## src/lph_pkg.sv

```systemverilog
// lph_pkg: shared constants, codes and controller/datapath interface types
// for the projection hash block. No dependencies.
`timescale 1ns / 1ps

package lph_pkg;

  localparam int MAX_GROUPS_DEF = 16;
  localparam int MAX_FUNCS_DEF  = 8;
  localparam int MAX_DIMS_DEF   = 64;

  localparam int VAL_W   = 16;  // coefficient, weight and data width
  localparam int ACC_W   = 48;  // dot-product accumulator, Q.22
  localparam int BW_W    = 32;  // bucket width
  localparam int QUOT_W  = 49;  // signed bucket number
  localparam int WPROD_W = 65;  // bucket number times weight
  localparam int SUM_W   = 68;  // exact weighted sum

  localparam logic [BW_W-1:0] BUCKET_WIDTH_RST = 32'd4194304;
  localparam logic [4:0]      GROUPS_RST       = 5'd16;
  localparam logic [3:0]      FUNCS_RST        = 4'd8;

  typedef enum logic [1:0] {
    REG_BUCKET_WIDTH = 2'd0,
    REG_GROUPS       = 2'd1,
    REG_FUNCS        = 2'd2
  } reg_idx_t;

  typedef enum logic [1:0] {
    REQ_COEF   = 2'd0,
    REQ_WEIGHT = 2'd1,
    REQ_DATA   = 2'd2
  } req_type_t;

  typedef enum logic [3:0] {
    ST_IDLE, ST_CHECK, ST_MAC, ST_DRAIN, ST_FIN, ST_GRP, ST_RD,
    ST_DIVST, ST_DIVW, ST_MUL, ST_ADD, ST_EMIT, ST_CLEAR
  } ctrl_state_t;

  typedef struct packed {
    logic capture;
    logic load;
    logic cnt_clr;
    logic mac_issue;
    logic sum_clr;
    logic div_start;
    logic mul;
    logic add;
    logic func_inc;
    logic group_inc;
    logic emit;
    logic acc_clear;
  } lph_cmd_t;

  typedef struct packed {
    logic [1:0] req_type;
    logic       dim_ok;
    logic       last_dim;
    logic       ng_zero;
    logic       nf_zero;
    logic       mac_last;
    logic       last_func;
    logic       last_group;
    logic       pipe_busy;
    logic       div_done;
    logic       out_free;
  } lph_status_t;

endpackage

```

## src/lph_ctrl.sv

```systemverilog
// lph_ctrl: sequencer for loads, the shared multiply-accumulate sweep and
// the per-group hash combine. Depends on lph_pkg.
`timescale 1ns / 1ps

module lph_ctrl
  import lph_pkg::*;
(
  input  logic        clk,
  input  logic        rst_n,
  input  logic        in_valid,
  output logic        in_ready,
  input  lph_status_t sts,
  output lph_cmd_t    cmd
);

  ctrl_state_t state_r, state_nxt;

  always_ff @(posedge clk) begin
    if (!rst_n) state_r <= ST_IDLE;
    else        state_r <= state_nxt;
  end

  always_comb begin
    state_nxt = state_r;
    cmd       = '0;
    in_ready  = 1'b0;
    case (state_r)
      ST_IDLE: begin
        in_ready = 1'b1;
        if (in_valid) begin
          cmd.capture = 1'b1;
          state_nxt   = ST_CHECK;
        end
      end
      ST_CHECK: begin
        cmd.load  = 1'b1;
        state_nxt = ST_IDLE;
        if (sts.req_type == REQ_DATA) begin
          if (sts.dim_ok && !sts.ng_zero && !sts.nf_zero) begin
            cmd.cnt_clr = 1'b1;
            state_nxt   = ST_MAC;
          end else if (sts.last_dim) begin
            state_nxt = ST_FIN;
          end
        end
      end
      ST_MAC: begin
        cmd.mac_issue = 1'b1;
        if (sts.mac_last) state_nxt = ST_DRAIN;
      end
      ST_DRAIN: begin
        if (!sts.pipe_busy) state_nxt = sts.last_dim ? ST_FIN : ST_IDLE;
      end
      ST_FIN: begin
        cmd.cnt_clr = 1'b1;
        state_nxt   = sts.ng_zero ? ST_CLEAR : ST_GRP;
      end
      ST_GRP: begin
        cmd.sum_clr = 1'b1;
        state_nxt   = sts.nf_zero ? ST_EMIT : ST_RD;
      end
      ST_RD:    state_nxt = ST_DIVST;
      ST_DIVST: begin
        cmd.div_start = 1'b1;
        state_nxt     = ST_DIVW;
      end
      ST_DIVW: begin
        if (sts.div_done) state_nxt = ST_MUL;
      end
      ST_MUL: begin
        cmd.mul   = 1'b1;
        state_nxt = ST_ADD;
      end
      ST_ADD: begin
        cmd.add = 1'b1;
        if (sts.last_func) begin
          state_nxt = ST_EMIT;
        end else begin
          cmd.func_inc = 1'b1;
          state_nxt    = ST_RD;
        end
      end
      ST_EMIT: begin
        if (sts.out_free) begin
          cmd.emit = 1'b1;
          if (sts.last_group) begin
            state_nxt = ST_CLEAR;
          end else begin
            cmd.group_inc = 1'b1;
            state_nxt     = ST_GRP;
          end
        end
      end
      ST_CLEAR: begin
        cmd.acc_clear = 1'b1;
        state_nxt     = ST_IDLE;
      end
      default: state_nxt = ST_IDLE;
    endcase
  end

endmodule

```

## config.mk

```make
export PLATFORM = sky130hd
export DESIGN_NAME = lph_ctrl
export DESIGN_NICKNAME = d
export VERILOG_FILES = /design/src/lph_pkg.sv /design/src/lph_ctrl.sv
export SDC_FILE = /design/constraint.sdc
export NUM_CORES = 1
export LEC_CHECK = 0
export BUFFER_PORTS_ARGS = -buffer_cell sky130_fd_sc_hd__buf_2
export CORE_AREA = 3 3 40 42
export CTS_BUF_LIST = sky130_fd_sc_hd__clkbuf_2 sky130_fd_sc_hd__clkbuf_4 sky130_fd_sc_hd__clkbuf_8
export CTS_CLUSTER_DIAMETER = 150
export DETAILED_ROUTE_END_ITERATION = 12
export DIE_AREA = 0 0 43 45
export PLACE_DENSITY = 0.81
export SLEW_MARGIN = 40
export SYNTH_ARGS = -nofsm -noshare
export SYNTH_HDL_FRONTEND = slang
export SYNTH_SLANG_ARGS = --single-unit
```

## constraint.sdc

```tcl
create_clock -name clk -period 2.2 [get_ports clk]
set_clock_uncertainty 0.2 [all_clocks]
set_input_delay 0.22 -clock clk [delete_from_list [all_inputs] [get_ports clk]]
set_output_delay 0.22 -clock clk [all_outputs]
set_load 0.005 [all_outputs]
```

---- Word-level counts from Yosys, hierarchy flattened ----
Index checks and enable logic that the tools add are counted.
storage, ports and cells
  output and inout port bits .............. 13
  word-level logic and storage cells ...... 55
  flip-flop bits (word level) ............. 4
operators by class
  mux-type cells .......................... 30
  reductions and logical operators ........ 6
  eq/ne operators ......................... 18
operator list
  kind                                                                   count
  4-bit case mux with 12 select lines                                    1
  4-bit 2-to-1 mux                                                       11
  4-bit equality test, second input constant                             5
  4-bit by 3-bit equality test with 1-bit output, second input constant  4
  1-bit 2-to-1 mux                                                       13
  2-bit inequality test, second input constant                           5
  4-bit by 2-bit equality test with 1-bit output, second input constant  2
  2-bit 2-to-1 mux                                                       3
  5-bit AND reduction                                                    1
  4-bit by 1-bit equality test with 1-bit output, second input constant  1
  4-bit zero test                                                        1
  3-bit 2-to-1 mux                                                       1
  2-bit equality test, second input constant                             1
  1-bit logical AND                                                      2
  1-bit zero test                                                        2
  1-bit case mux with 2 select lines                                     1

---- Depth between registers and ports, before layout ----
Gate-level depths: netlist (run 1).
  word-level depth ........................ 6
  depth in mapped cells ................... 6
  mapped depth without buffers ............ 4

---- Worst setup path before layout (run 1) ----
Ideal clock, no wire load.
  path kind ............................... register to register
  from .................................... register state_r[0]
  to ...................................... register state_r[0]
  clock period less this slack ............ 1.764 ns
  data required time ...................... 1.878 ns
  cell stages (with the launch flop) ...... 6
  path slack .............................. 0.436 ns
  arrival ................................. 1.442 ns
  buffers on the path ..................... 1
  cell sequence ........................... dfxtp_1 > buf_6 > inv_4 > o2111a_1 > or3_4 > o311a_1
between the ends
  longest elaborated chain between the ends .. 3
  elaborated cells on any way between the ends .. 19
  classes of those cells .................. eq/ne: 16; mux: 1; reduce/logical: 2
RTL lines
  element                                                                       RTL line        RTL
  from (decl)                                                                   lph_ctrl.sv:16  ctrl_state_t state_r, state_nxt;
  from (signal assigned)                                                        lph_ctrl.sv:20  else state_r <= state_nxt;
  4-bit by 2-bit equality test with 1-bit output, or another cell as far along  lph_ctrl.sv:27  case (state_r)
  2-bit inequality test (no source line)                                        n/a
  5-bit AND reduction (no source line)                                          n/a
Several ways; a longest one is shown, not always the timed one.
A chain may end at the register's enable or synchronous reset.

==> results of run 1 <==
-- cells in the mapped netlist (all sizes together) (3+ instances only) --
cell and n:
nor3 8, nand2b 5, a21oi 4, and2 3
o41ai 3, dfxtp 4, nor2b 3, nand2 7
nor2 4, inv 5, buf 4
-- per-stage QoR --
stage | hold slack (ns) | util [%] | setup slack [ns] | std cells
finish | 0.0304 | 54.0 | 0.150 | 119
global route | 0.0452 | 54.0 | 0.0363 | 119
CTS | 0.0230 | 54.0 | 0.172 | 119
detailed placement | 0.269 | 52.3 | 0.292 | 116
global placement | 0.269 | 52.3 | 0.339 | 116
floorplan | 0.123 | - | 0.436 | 76
-- layer usage --
layer  vias to the layer above  global-route usage [%]  routed length (µm)
li1                        340                       -                   -
met1                       288                    20.4                 682
met2                        25                    25.4                 682
met3                         0                    2.79                 117
met4                         0                    4.22                   0
met5                         -                       0                   0
-- report_power, final --
| part | internal (µW) | switching, µW |
|---|---|---|
| clock | 61.4 | 35.3 |
| combinational | 44.3 | 47.1 |
| sequential | 76.6 | 9.93 |
-- cells in the final DEF, fill, tap and decap left out, types with 4 or more instances in the layout --
master	netlist	final
sky130_fd_sc_hd__a21oi_1	4	4
sky130_fd_sc_hd__nor2_1	4	4
sky130_fd_sc_hd__inv_1	4	4
sky130_fd_sc_hd__nor3_1	8	8
sky130_fd_sc_hd__nand2b_1	5	5
sky130_fd_sc_hd__buf_2	2	27
sky130_fd_sc_hd__dfxtp_1	4	4
sky130_fd_sc_hd__nand2_1	7	7
sky130_fd_sc_hd__buf_4	0	4
-- critical path, stage by stage (launching register included) --
cell	delay (ns)
sky130_fd_sc_hd__dfxtp_1	0.53
sky130_fd_sc_hd__buf_4	0.24
sky130_fd_sc_hd__nand2b_1	0.16
sky130_fd_sc_hd__nor3_1	0.22
sky130_fd_sc_hd__o21a_1	0.14
sky130_fd_sc_hd__buf_2	0.10
-- logic make-up after synthesis --
family,after synthesis
flops,4
compound gates,21
buf+inv,11
simple gates,40
-- worst min-delay path by stage --
stage / start / end / slack [ns] / cells after the start
after floorplan: rst_n / state_r[3] / 0.12 / 2
after global placement: rst_n / state_r[3] / 0.27 / 3
after detailed placement: rst_n / state_r[3] / 0.27 / 3
after CTS: rst_n / state_r[3] / 0.02 / 3
after global routing: rst_n / state_r[3] / 0.05 / 3
final: rst_n / state_r[3] / 0.03 / 3
-- area by class of cell --
class | count | area (µm²)
clock buffer | 3 | 22.5
fill | 120 | 591
inverter | 5 | 21.3
multi-input combinational | 61 | 387
sequential | 4 | 80.1
tap | 15 | 18.8
timing repair buffer | 31 | 165
==> metrics, run 1 <==
Crit Path Class reg -> out; final-report max-slew violation count 0; final clock period utilization by the worst path ~93%; total negative setup slack 0 ns; number of nets still failing antenna checks after routing 0; Chip Width 43 µm; Netlist Area Pre-Place about 520 µm²; Post-CTS Hold Buffers 0; Worst setup EP type output port; Maximum Capacitance Violations 0; cell area power density 396 mW/mm²; Syn-to-layout area delta 33.4%; number of gates resized after CTS 0; xor/xnor share of the synthesized area 0%; overflow left after global routing 0; RSZ-0062 raised after global routing no; Initial DRT Pass Iterations 5; initial antenna violation count 0; largest net degree at the start of global routing 12; # setup viols final 0; number of global-route vias before repair 565; worst vdd ir 255 µV; Clock Tree Root sky130_fd_sc_hd__clkbuf_4; slew at the pin closest to its max-slew limit approximately 0.38 ns; Post-Synth Simple-Gate Area 44.5%; total detailed-routing wirelength 1480 µm; total via count in the routed design 653; highest achievable clock rate 488 MHz; worst slew margin relative to its limit approximately three quarters; leading cell types by total area after synthesis sky130_fd_sc_hd__dfxtp_1 15%, sky130_fd_sc_hd__nor3_1 7.7%, sky130_fd_sc_hd__nand2b_1 6.0%, sky130_fd_sc_hd__nand2_1 5.0%, sky130_fd_sc_hd__o41ai_1 5.0%; clk slew on worst S/H paths around 0.040 ns; Setup crit end cmd[9]; final net count ~120; cts bufs inserted 3; number of different library cells in the post-synthesis netlist 33; startpoint kind of the worst setup timing path flip-flop; combinational family with the most area after synthesis simple AND/OR/NAND/NOR gates; clock tree from TritonCTS yes; worst-case clock buffer depth 2; fraction of layout instances using a drive strength above 1 34.6%; global-route wire length before repair 2290 µm; io pins 28; starting density of the core 40.5%; Most used DFF post-synth sky130_fd_sc_hd__dfxtp_1; instance area after placement 672 µm²; syn avg cell area 6.85 µm²; GRT Total Usage between 10% and 20%; Hold Fails Final Rpt 0; crit path time final 2.05 ns; H-tree depth reported by CTS 1; Total Die Area 0.00194 mm²; number of flip-flops under the largest register name 4; Top Registers state_r (4); adder-cell area share of the yosys netlist 0%; required time worst endpoint 1.78 ns; critical path launch point state_r[0]; total of buffers placed on input and output ports 27; core outline area approximately 0.0013 mm²; # diodes 0; top register by number of flip-flops state_r; total chip power 275 µW; setup fix buffers added after clock tree synthesis 0; clock tree sinks 4; Vert. Die Dim between 40 and 50 µm; post-DR wirelength/cell 12.5 µm; endpoint of the worst-slack reg-to-reg timing path state_r[3]; routability congestion estimate from global placement 0.815; #FFs+latches synth 4; multiplexer fraction of the synthesized cell area 0%; fraction of the yosys area taken by sequential cells 15.4%; Leak approximately 0.00033 µW; worst-skew pair later-pin latency 0.24 ns; result of the run completed; Via density 5.49; post-synthesis cell type with the largest combined area sky130_fd_sc_hd__dfxtp_1; iteration-0 DRC count of the detailed router 30; reg-to-reg startpoint state_r[0]; number of warning messages in the yosys log 0; EDFF count, synth 0; Async SR Flop Fraction 0%; Residual DRC 0; half-perimeter wire length after detailed placement 1160 µm; cells after synthesis 76; Cell Rows 13; Critical Path Fanout Max 11; Synth Area in Compound Gates 29.8%; flop2flop setup slack 0.27 ns; cell area after layout 694 µm²; critical path arrival 1.63 ns; share of the synthesized area in the top cell type 15.4%; net count after synthesis 91; class of the most critical hold timing path in -> reg; Worst R2R Path Depth 5
Note: power is estimated with default switching activity, not from simulation.
==> run 2: changes to the inputs <==
--- a/constraint.sdc
+++ b/constraint.sdc
@@ -4,2 +4,2 @@
 set_output_delay 0.22 -clock clk [all_outputs]
-set_load 0.005 [all_outputs]
+set_load 0.02 [all_outputs]
==> run 2 against run 1 <==
  * First-iteration DRC count rose by 17%
  * Flip-flop and latch count did not move
  * Wire length rose by 0.20%
  * Core utilization rose by 0.097 points
  * Via count rose by 1.1%
  * Critical endpoint unchanged
==> metrics, run 2 (synthesis gave the netlist of run 1 again) <==
Cell Rows 13 (unchanged); starting density of the core 40.5% (unchanged); instance area after placement 672 µm² (unchanged); Top Registers state_r (4) (unchanged); slew at the pin closest to its max-slew limit 0.382 ns (was 0.379 ns); final-report max-slew violation count 0 (unchanged); Maximum Capacitance Violations 0 (unchanged); global-route wire length before repair 2290 µm (unchanged); RSZ-0062 raised after global routing no (unchanged); total negative setup slack 0 ns (unchanged); Total Die Area 0.00194 mm² (unchanged); post-DR wirelength/cell 12.5 µm (about the same); number of global-route vias before repair 565 (unchanged); cell area power density 411 mW/mm² (was 396 mW/mm²); total of buffers placed on input and output ports 27 (unchanged); Syn-to-layout area delta 33.7% (was 33.4%); final net count 121 (unchanged); core outline area 0.00128 mm² (unchanged); Chip Width 43 µm (unchanged); half-perimeter wire length after detailed placement 1160 µm (unchanged); io pins 28 (unchanged); launch point of the worst hold path rst_n (unchanged); total via count in the routed design 660 (was 653); initial antenna violation count 0 (unchanged); iteration-0 DRC count of the detailed router 35 (was 30); worst vdd ir 263 µV (was 255 µV); worst slew margin relative to its limit 74.5% (was 74.7%); class of the most critical hold timing path in -> reg (unchanged); # diodes 0 (unchanged); clock tree sinks 4 (unchanged); Clock Tree Root sky130_fd_sc_hd__clkbuf_4 (unchanged); GRT Total Usage 15.3% (unchanged); number of flip-flops under the largest register name 4 (unchanged); highest achievable clock rate 510 MHz (was 488 MHz); overflow left after global routing 0 (unchanged); Hold Fails Final Rpt 0 (unchanged); final clock period utilization by the worst path 89.2% (was 93.2%); required time worst endpoint 1.78 ns (about the same); Crit Path Class reg -> out (unchanged); critical path arrival 1.54 ns (was 1.63 ns); worst-case clock buffer depth 2 (unchanged); Initial DRT Pass Iterations 4 (was 5); Worst setup EP type output port (unchanged); commonest cells after routing, fill and taps aside 27 x sky130_fd_sc_hd__buf_2, 8 x sky130_fd_sc_hd__nor3_1, 7 x sky130_fd_sc_hd__nand2_1 (unchanged); cts bufs inserted 3 (unchanged); Layout fillers 119 (was 120); H-tree depth reported by CTS 1 (unchanged); Post-CTS Hold Buffers 0 (unchanged); cell area after layout 696 µm² (was 694 µm²); clk slew on worst S/H paths 0.04 ns (about the same); result of the run completed (unchanged); worst-skew pair later-pin latency 0.24 ns (about the same); fraction of layout instances using a drive strength above 1 35.6% (was 34.6%); startpoint kind of the worst setup timing path flip-flop (unchanged); total detailed-routing wirelength 1490 µm (was 1480 µm); number of nets still failing antenna checks after routing 0 (unchanged); Critical Path Fanout Max 11 (unchanged); Vert. Die Dim 45 µm (unchanged); top register by number of flip-flops state_r (unchanged); most common library cell in the layout ignoring fill and taps sky130_fd_sc_hd__buf_2 (unchanged); reg-to-reg startpoint state_r[3] (was state_r[0]); Via density 5.55 (was 5.49); largest net degree at the start of global routing 12 (unchanged); crit path time final 1.96 ns (was 2.05 ns); Leak 0.000327 µW (about the same); Residual DRC 0 (unchanged); clock tree from TritonCTS yes (unchanged); routability congestion estimate from global placement 0.815 (unchanged); # setup viols final 0 (unchanged); critical path launch point state_r[0] (unchanged)
-- run 2: changes by cell type in the layout (fill, tap and decap cells not counted) --
cell / change
sky130_fd_sc_hd__dfxtp_2: +1
sky130_fd_sc_hd__dfxtp_1: -1
-- run 2: power breakdown --
group / switching (µW) / internal, µW
Sequential: 9.85 / 77.3
Combinational: 57.9 / 44.5
Clock: 35.3 / 61.4
Total: 103 / 183
-- run 2: final cells by class --
type | count | area [µm²] | area share (%)
clock buffers | 3 | 22.5 | 3.24
well taps | 15 | 18.8 | 2.70
multi-input cells | 61 | 387 | 55.6
repair buffers | 31 | 165 | 23.7
flip-flops and latches | 4 | 81.3 | 11.7
inverters | 5 | 21.3 | 3.06
-- run 2: worst paths after layout --
| kind | slack, ns | to | cells past startpoint |
|---|---|---|---|
| worst max-delay path | 0.24 | cmd[9] | 5 |
| worst min-delay path | 0.03 | state_r[3] | 3 |
| worst max register to register | 0.29 | state_r[0] | 4 |
| worst min register to register | 0.45 | state_r[0] | 3 |
-- run 2: worst max-delay path: stages, from the launching register on --
cell and delay (ns):
sky130_fd_sc_hd__dfxtp_2 0.43, sky130_fd_sc_hd__buf_4 0.20, sky130_fd_sc_hd__nand2b_1 0.16, sky130_fd_sc_hd__nor3_1 0.22, sky130_fd_sc_hd__o21a_1 0.14, sky130_fd_sc_hd__buf_2 0.15
-- run 2: what timing repair did --
action / 4_1_cts / 5_1_grt
resized for setup: 0 / 1
hold endpoints to repair: 0 / 0
endpoints found under the setup margin: 0 / 1
buffers inserted: 0 / 0
-- run 2: per-stage QoR --
step / utilization (%) / cells / worst slack, ns / hold WS, ns / power (µW)
after floorplan: - / 76 / 0.212 / 0.123 / 157
after global placement: 52.3 / 116 / 0.339 / 0.269 / 187
after detailed placement: 52.3 / 116 / 0.292 / 0.269 / 189
after CTS: 54.0 / 119 / 0.121 / 0.0230 / 287
after global routing: 54.1 / 119 / 0.122 / 0.0452 / 303
final: 54.1 / 119 / 0.238 / 0.0300 / 286
-- run 2: metal layers --
metal	wire length, µm	vias to the layer above	GRT usage, %
li1	-	342	-
met1	683	292	20.4
met2	676	26	25.4
met3	126	0	2.79
met4	0	0	4.22
met5	0	-	0
==> run 3: changes to the inputs <==
Settings changed: CORE_AREA 3 3 40 42 to not set, CORE_MARGIN set to 3, CORE_UTILIZATION set to 30, DIE_AREA 0 0 43 45 to not set, PLACE_DENSITY 0.81 to 0.67.
==> run 3 against run 2 <==
  * Largest power group unchanged
  * Global-route usage fell by 2.3 points
  * Via count fell by 0.61%
  * Worst setup slack improved by 0.023 ns
  * Total power fell by 4.3%
==> metrics, run 3 (synthesis gave the netlist of run 1 again) <==
launch point of the worst hold path rst_n (unchanged); Chip Width 47.7 µm (was 43 µm); top register by number of flip-flops state_r (unchanged); class of the most critical hold timing path in -> reg (unchanged); startpoint kind of the worst setup timing path flip-flop (unchanged); Worst R2R Path Depth 4 (unchanged); number of global-route vias before repair 566 (was 565); Initial DRT Pass Iterations 4 (unchanged); total of buffers placed on input and output ports 27 (unchanged); worst setup margin 0.261 ns (was 0.238 ns); half-perimeter wire length after detailed placement 1150 µm (was 1160 µm); result of the run completed (unchanged); final clock period utilization by the worst path 88.1% (was 89.2%); most common library cell in the layout ignoring fill and taps sky130_fd_sc_hd__buf_2 (unchanged); flop2flop setup slack 0.26 ns (was 0.29 ns); Via density 5.56 (was 5.55); Syn-to-layout area delta 30.8% (was 33.7%); setup fix buffers added after clock tree synthesis 0 (unchanged); critical path arrival 1.85 ns (was 1.54 ns); Top Registers state_r (4) (unchanged); WHS Path Cells 3 (unchanged); clk slew on worst S/H paths 0.04 ns (about the same); Post-CTS Hold Buffers 0 (unchanged); H-tree depth reported by CTS 1 (unchanged); number of gates resized after CTS 0 (unchanged); worst-skew pair later-pin latency 0.23 ns (was 0.24 ns); final net count 119 (was 121); final-report max-slew violation count 0 (unchanged); Clock Tree Root sky130_fd_sc_hd__clkbuf_4 (unchanged); Worst setup EP type flip-flop (was output port); io pins 28 (unchanged); pre-CTS setup slack 0.274 ns (was 0.292 ns); largest net degree at the start of global routing 16 (was 12); fraction of layout instances using a drive strength above 1 33.3% (was 35.6%); footprint of the multi-input gates 387 µm² (unchanged); RSZ-0062 raised after global routing no (unchanged); starting density of the core 33.0% (was 40.5%); reg-to-reg startpoint state_r[2] (was state_r[3]); initial antenna violation count 0 (unchanged); Residual DRC 0 (unchanged); # diodes 0 (unchanged); global-route wire length before repair 2280 µm (was 2290 µm); crit path time final 1.94 ns (was 1.96 ns); cts bufs inserted 3 (unchanged); iteration-0 DRC count of the detailed router 21 (was 35); number of flip-flops under the largest register name 4 (unchanged); total via count in the routed design 656 (was 660); commonest cells after routing, fill and taps aside 27 x sky130_fd_sc_hd__buf_2, 8 x sky130_fd_sc_hd__nor3_1, 7 x sky130_fd_sc_hd__nand2_1 (unchanged); Final Core Density 43.2% (was 54.1%); Maximum Capacitance Violations 0 (unchanged); core outline area 0.00158 mm² (was 0.00128 mm²); total negative setup slack 0 ns (unchanged); total detailed-routing wirelength 1430 µm (was 1490 µm); endpoint of the worst-slack reg-to-reg timing path state_r[0] (unchanged); post-DR wirelength/cell 12.1 µm (was 12.5 µm); Worst Hold Endpoint state_r[3] (unchanged); overflow left after global routing 0 (unchanged); routability congestion estimate from global placement 0.913 (was 0.815); total chip power 274 µW (was 286 µW); clock tree sinks 4 (unchanged); slew at the pin closest to its max-slew limit 0.433 ns (was 0.382 ns); worst-case clock buffer depth 2 (unchanged); Total Die Area 0.00227 mm² (was 0.00194 mm²); Cell Rows 14 (was 13); Vert. Die Dim 47.7 µm (was 45 µm); Hold Fails Final Rpt 0 (unchanged); number of nets still failing antenna checks after routing 0 (unchanged); clock tree from TritonCTS yes (unchanged); required time worst endpoint 2.11 ns (was 1.78 ns); Critical Path Fanout Max 15 (was 11); Layout fillers 170 (was 119); Leak 0.000316 µW (was 0.000327 µW); hold_ws 0.0487 ns (was 0.0300 ns); highest achievable clock rate 516 MHz (was 510 MHz); Crit Path Class reg -> reg (was reg -> out); worst slew margin relative to its limit 71.1% (was 74.5%); # setup viols final 0 (unchanged); GRT Total Usage 13.0% (was 15.3%); sequential cell area 80.1 µm² (was 81.3 µm²); cell area power density 402 mW/mm² (was 411 mW/mm²); worst vdd ir 241 µV (was 263 µV)
==> run 3: worst max-delay path by stage <==
| stage | end | from | depth (start not counted) | slack (ns) |
|---|---|---|---|---|
| finish | state_r[0] | state_r[2] | 4 | 0.26 |
| global route | state_r[3] | state_r[2] | 4 | 0.16 |
| CTS | state_r[0] | state_r[2] | 4 | 0.27 |
| detailed placement | state_r[0] | state_r[2] | 4 | 0.27 |
| global placement | state_r[0] | state_r[2] | 4 | 0.32 |
| floorplan | state_r[0] | state_r[0] | 5 | 0.21 |
==> run 3: power by group <==
part	internal, µW	total [µW]	leakage [µW]	switching, µW
combinational	43.6	101	0.000269	57.6
clock	60.7	86.3	0.0000138	25.6
sequential	76.8	86.3	0.0000326	9.52
total	181	274	0.000316	92.8
==> run 3: per-stage QoR <==
step	std cells	cell area [µm²]
finish	118	681
detailed placement	115	658
floorplan	76	520
CTS	118	681
global route	118	681
global placement	115	658
==> run 3: layout make-up <==
cell class | count | area share (%)
clock buffers | 3 | 3.31
flip-flops and latches | 4 | 11.8
inverters | 5 | 3.12
multi-input cells | 61 | 56.8
well taps | 16 | 2.94
repair buffers | 29 | 22.1
==> run 3: layer usage <==
layer | track usage [%] | share of wire (%) | vias to the layer above
li1 | - | - | 337
met3 | 1.50 | 8.9 | 0
met5 | 0 | 0 | -
met1 | 18.3 | 42 | 285
met4 | 1.61 | 0 | 0
met2 | 21.9 | 49 | 34
==> run 3: worst max-delay path, cell delays in order, from the launching register on <==
cell,delay [ns]
sky130_fd_sc_hd__dfxtp_1,0.58
sky130_fd_sc_hd__nand2b_1,0.18
sky130_fd_sc_hd__a21oi_1,0.09
sky130_fd_sc_hd__or3_4,0.43
sky130_fd_sc_hd__o311a_1,0.35
